==> src/rtl/swm_pkg.sv <==
// Package with the types and constants of the sliding window median filter.
package swm_pkg;

    localparam int MAX_WINDOW_DEF = 64;
    localparam int SAMPLE_W       = 16;
    localparam int LEN_W          = 7;
    localparam logic [LEN_W-1:0] LEN_RESET = 7'd9;
    // Number of cells merged by one first-level group of the median select.
    localparam int GROUP          = 8;

    typedef logic signed [SAMPLE_W-1:0] sample_t;

    // Control broadcast from the sequencer to every cell of the sorted chain.
    typedef struct packed {
        logic clear;
        logic update;
        logic del;
    } swm_ctrl_t;

    // Left-to-right link: the entry after removal and its compare result.
    typedef struct packed {
        sample_t value;
        logic    valid;
        logic    le;
    } swm_link_t;

    // Stored contents of one cell.
    typedef struct packed {
        sample_t value;
        logic    valid;
    } swm_entry_t;

    typedef enum logic [1:0] {
        ST_IDLE,
        ST_UPDATE,
        ST_GATHER,
        ST_RESULT
    } swm_state_t;

endpackage

==> src/rtl/swm_cell.sv <==
// One cell of the sorted sample chain: removes, shifts and inserts in one update.
module swm_cell
    import swm_pkg::*;
(
    input  logic       clk,
    input  logic       rst_n,
    input  swm_ctrl_t  ctrl,
    input  sample_t    new_sample,
    input  sample_t    old_sample,
    input  swm_link_t  from_left,
    input  swm_entry_t from_right,
    output swm_link_t  to_right,
    output swm_entry_t entry
);

    sample_t    value_reg;
    sample_t    value_next;
    logic       valid_reg;
    logic       valid_next;
    logic       upper_equal;
    logic       take_right;
    swm_entry_t removed;
    logic       le;

    // The removed entry is the topmost copy of the old sample; every valid
    // cell at or above it takes the entry of its right neighbor.
    always_comb
    begin
        upper_equal = from_right.valid && ($signed(from_right.value) == $signed(old_sample));
        take_right  = ctrl.del && valid_reg &&
                      (($signed(value_reg) > $signed(old_sample)) ||
                       (($signed(value_reg) == $signed(old_sample)) && !upper_equal));
        removed     = take_right ? from_right : swm_entry_t'{value: value_reg, valid: valid_reg};
        le          = removed.valid && ($signed(removed.value) <= $signed(new_sample));
    end

    // Insertion: keep entries not above the new sample, place the new sample
    // at the boundary, shift the rest up by one.
    always_comb
    begin
        to_right = swm_link_t'{value: removed.value, valid: removed.valid, le: le};
        if (le)
        begin
            value_next = removed.value;
        end
        else if (from_left.le)
        begin
            value_next = new_sample;
        end
        else
        begin
            value_next = from_left.value;
        end
        valid_next = le || from_left.le || from_left.valid;
    end

    // Valid bit.
    always_ff @(posedge clk or negedge rst_n)
    begin
        if (!rst_n)
        begin
            valid_reg <= 1'b0;
        end
        else if (ctrl.clear)
        begin
            valid_reg <= 1'b0;
        end
        else if (ctrl.update)
        begin
            valid_reg <= valid_next;
        end
    end

    // Sample value.
    always_ff @(posedge clk)
    begin
        if (ctrl.update)
        begin
            value_reg <= value_next;
        end
    end

    assign entry = swm_entry_t'{value: value_reg, valid: valid_reg};

endmodule

==> config.mk <==
export PLATFORM = sky130hd
export DESIGN_NAME = swm_cell
export DESIGN_NICKNAME = d
export VERILOG_FILES = /design/src/rtl/swm_pkg.sv /design/src/rtl/swm_cell.sv
export SDC_FILE = /design/constraint.sdc
export NUM_CORES = 1
export LEC_CHECK = 0
export BUFFER_PORTS_ARGS = -buffer_cell sky130_fd_sc_hd__buf_4
export CORE_ASPECT_RATIO = 1.4
export CORE_UTILIZATION = 52
export DETAILED_ROUTE_END_ITERATION = 12
export GPL_ROUTABILITY_DRIVEN = 0
export GPL_TIMING_DRIVEN = 0
export PLACE_DENSITY = 0.88
export RECOVER_POWER = 25
export SYNTH_ARGS = -nofsm -noshare
export SYNTH_HDL_FRONTEND = slang
export SYNTH_SLANG_ARGS = --single-unit
==> constraint.sdc <==
create_clock -name clk -period 9.7 [get_ports clk]
set_input_delay 0.97 -clock clk [delete_from_list [all_inputs] [get_ports clk]]
set_output_delay 0.97 -clock clk [all_outputs]
set_load 0.02 [all_outputs]
==> summary.md <==
| Metric | Value |
|---|---|
| Routed Antenna Nets | `0` |
| Gate Count Post-Synth | `256` |
| Detailed placer's ending HPWL | `6000 um` |
| CTS tree | `done` |
| Clk slew on worst S/H paths | `0.08 ns` |
| Largest register FFs | `16` |
| Final WS setup | `2.62 ns` |
| Main synth FF type | `edfxtp_1` |
| Period Utilization, post-route | `73.0%` |
| Number of synthesized register bits | `17` |
| Setup CP Type | `input port to output port` |
| Antenna violations before repair | `0` |
| PostCTS Resize Cnt | `0` |
| Crit-path slowest cell | `a211oi_4` |
| Fin area | `0.00327 mm2` |
| Startpoint type of the worst setup path | `input port` |
| Yosys warnings | `0` |
| Net switching power | `0.136 mW` |
| Layout cells sized above 1 | `36.0%` |
| Chip width | `59.1 um` |
| Total negative slack | `0 ns` |
| Top Family by Delay on Critical Path | `compound AO/OA/AOI/OAI gates` |
| Syn Nets | `360` |
| Share of power burned in registers | `28.8%` |
| Root Buffer | `clkbuf_8` |
| Max-Cap Viols | `0` |
| Global Route Usage Sum | `31.1%` |
| Synth Cell Area | `0.00237 mm2` |
| Period minus WS final | `7.08 ns` |
| Post-Route WL | `7610 um` |
| PortBufs | `104` |
| Slowest stage delay, CP | `0.51 ns` |
| Drt first pass iters | `5` |
| Core area | `0.00431 mm2` |
| CP Capture Type | `output port` |
| Sequential area share after synthesis | `21.3%` |
| Crit path DAT | `6.11 ns` |
| Yosys cell types | `40` |
| DR vias/cell | `5.86` |
| WP data required | `8.73 ns` |
| Layout Skew | `0.00194 ns` |
| FILL cells | `341` |
| GRT overflow | `0` |
| Worst ir drop on vdd | `0.0751 mV` |
| P per Cell Area | `105 mW/mm2` |
| Logic pwr share | `53.7%` |
| DR WL/cell | `18.0 um` |
| P_int | `0.208 mW` |
| Worst-path cell chain | `buf_4 -> inv_1 -> ha_1 -> a21oi_1 -> nor3_1 -> nor4b_1 -> a311oi_2 -> a211oi_4 -> buf_6 -> mux2_2 -> ha_1 -> nand4_1 -> nor3_1 -> o21ai_0 -> a21bo_2 -> buf_2 -> o21ai_1 -> clkbuf_1 -> inv_1 -> buf_4 -> buf_4` |
| Die Footprint | `0.00484 mm2` |
| Final setup violation count | `0` |
| Status | `complete, no violations` |
| Clock power frac | `17.5%` |
| Num CTS Buffers | `3` |
| Number of antenna repair diodes | `0` |
| Headroom to the max-slew limit | `22.6%` |
| Sw Ratio | `39.5%` |
| Mean post-synth cell area | `9.26 um2` |
| Final Hold Fails | `0` |
| DR iter-0 viols | `147` |
| Layout Cells excl Fill | `424` |
| Post-CTS Setup Bufs | `0` |
| Largest net degree at the start of global routing | `19` |
| Via Count | `2483` |
| Tot Pwr | `0.343 mW` |
| Global-route wire length before repair | `11200 um` |
| Later-pin clock latency in the skew report | `0.27 ns` |
| CTS Buffer Depth | `2` |
| IO Pins | `107` |
| DIE HEIGHT | `81.9 um` |
| Hold buffer count at CTS | `0` |
| Effective utilization at floorplan | `55.0%` |
| RSZ-0062 raised after global routing | `false` |
| Fraction of registers with async set or reset after synthesis | `5.88%` |
| Pleak | `1.62 nW` |
| CP Max Fanout | `10` |
| Area Overhead vs Synth | `37.8%` |
| Critical path's most frequent cell | `buf_4` |
| Hold Path Class | `input port to asynchronous set/reset pin` |
| Slew Viols, Final | `0` |
| Fmax | `0.141 GHz` |
| Nets | `469` |
| Buf/Inv on CP | `8` |
| DRC viols | `0` |
| Row cnt | `28` |
| Post-Place Worst Slack | `2.78 ns` |
| Number of synthesized flops with an enable pin | `16` |
| Clock H-tree levels | `1` |
| Vias in the first global route | `2490` |
| Placed Area | `0.00323 mm2` |
| CTS sink cnt | `17` |
| Placed cell count | `420` |
| Slew of the pin with the lowest slew margin | `1.16 ns` |
-- layout make-up --
type	instances	area, um2	area share (%)
Tap cell	60	75.1	2.30
Sequential cell	17	505	15.5
Buffer	12	76.3	2.34
Inverter	34	128	3.91
Clock buffer	4	45.0	1.38
Multi-Input combinational cell	193	1660	50.8
Timing Repair Buffer	104	777	23.8
-- through the flow --
| step | hold WS [ns] | utilization (%) |
|---|---|---|
| 4_1_cts | 0.463 | 75.9 |
| 5_1_grt | 0.481 | 75.8 |
| 6_report | 0.479 | 75.8 |
| 3_3_place_gp | 0.681 | 74.9 |
| 2_1_floorplan | 0.601 | - |
| 3_5_place_dp | 0.705 | 74.9 |
-- cells in the final DEF (no fill, tap or decap), types with 2 or more instances in the layout --
| cell | count |
|---|---|
| xor2_1 | 6 |
| xnor2_1 | 10 |
| nor2_1 | 3 |
| nor4_1 | 3 |
| mux2i_1 | 32 |
| buf_4 | 104 |
| o21ai_0 | 2 |
| inv_1 | 34 |
| edfxtp_1 | 16 |
| nand3_1 | 2 |
| a21o_1 | 3 |
| a22oi_1 | 16 |
| nand2b_1 | 17 |
| clkbuf_1 | 8 |
| ha_1 | 32 |
| nand4_1 | 7 |
| nand2_1 | 8 |
| a21oi_1 | 15 |
| clkbuf_8 | 3 |
| nor3_1 | 5 |
| mux2_2 | 15 |
| buf_6 | 3 |
-- kinds of logic after synthesis --
family | count (synthesis) | share of synthesized area (%)
AO/OA/AOI/OAI | 49 | 15.0
AND/OR/NAND/NOR | 49 | 11.7
multiplexers | 47 | 20.6
buffers and inverters | 46 | 8.60
adder cells (fa/ha/maj) | 32 | 16.9
flip-flops | 17 | 21.3
XOR/XNOR | 16 | 5.91
-- power groups by stage --
stage               clock (mW)  combinational, mW  sequential [mW]
floorplan                    0             0.0978            0.107
global placement             0              0.176           0.0999
detailed placement           0              0.182            0.100
CTS                     0.0583              0.183           0.0986
global route            0.0601              0.198           0.0998
finish                  0.0601              0.184           0.0990
-- routing by layer --
| layer | routed length, um | vias up | global-route usage, % |
|---|---|---|---|
| li1 | - | 1148 | - |
| met1 | 2780 | 1197 | 33.3 |
| met2 | 4210 | 123 | 60.0 |
| met3 | 483 | 15 | 2.83 |
| met4 | 138 | 0 | 13.8 |
| met5 | 0 | - | 0 |
-- path summary, 6_finish.rpt --
| kind | to | slack, ns | cells past startpoint | start |
|---|---|---|---|---|
| max | to_right[0] | 2.62 | 21 | old_sample[9] |
| min | valid_reg | 0.48 | 1 | rst_n |
| max reg2reg | value_reg[13] | 4.12 | 17 | value_reg[7] |
| min reg2reg | valid_reg | 0.73 | 2 | valid_reg |
| max in group asynchronous | valid_reg | 9.14 | 1 | rst_n |
| min in group clk | valid_reg | 0.73 | 2 | valid_reg |
-- synth_stat cells (all sizes together) (2+ instances only) --
cell	number	share of area, %
buf	6	2.3
clkbuf	6	0.95
mux2	15	7.1
xor2	6	2.2
nor3	5	1.1
edfxtp	16	20
nor2	3	0.47
nor4	3	0.79
nand2b	17	4.5
nand2	8	1.3
mux2i	32	14
nand4	7	1.8
ha	32	17
nand3	2	0.42
a21oi	15	3.2
o21ai	3	0.63
a21o	3	0.95
xnor2	10	3.7
inv	34	5.4
a22oi	16	5.1
a311oi	2	1.0
Note: power is estimated with default switching activity, not from simulation.
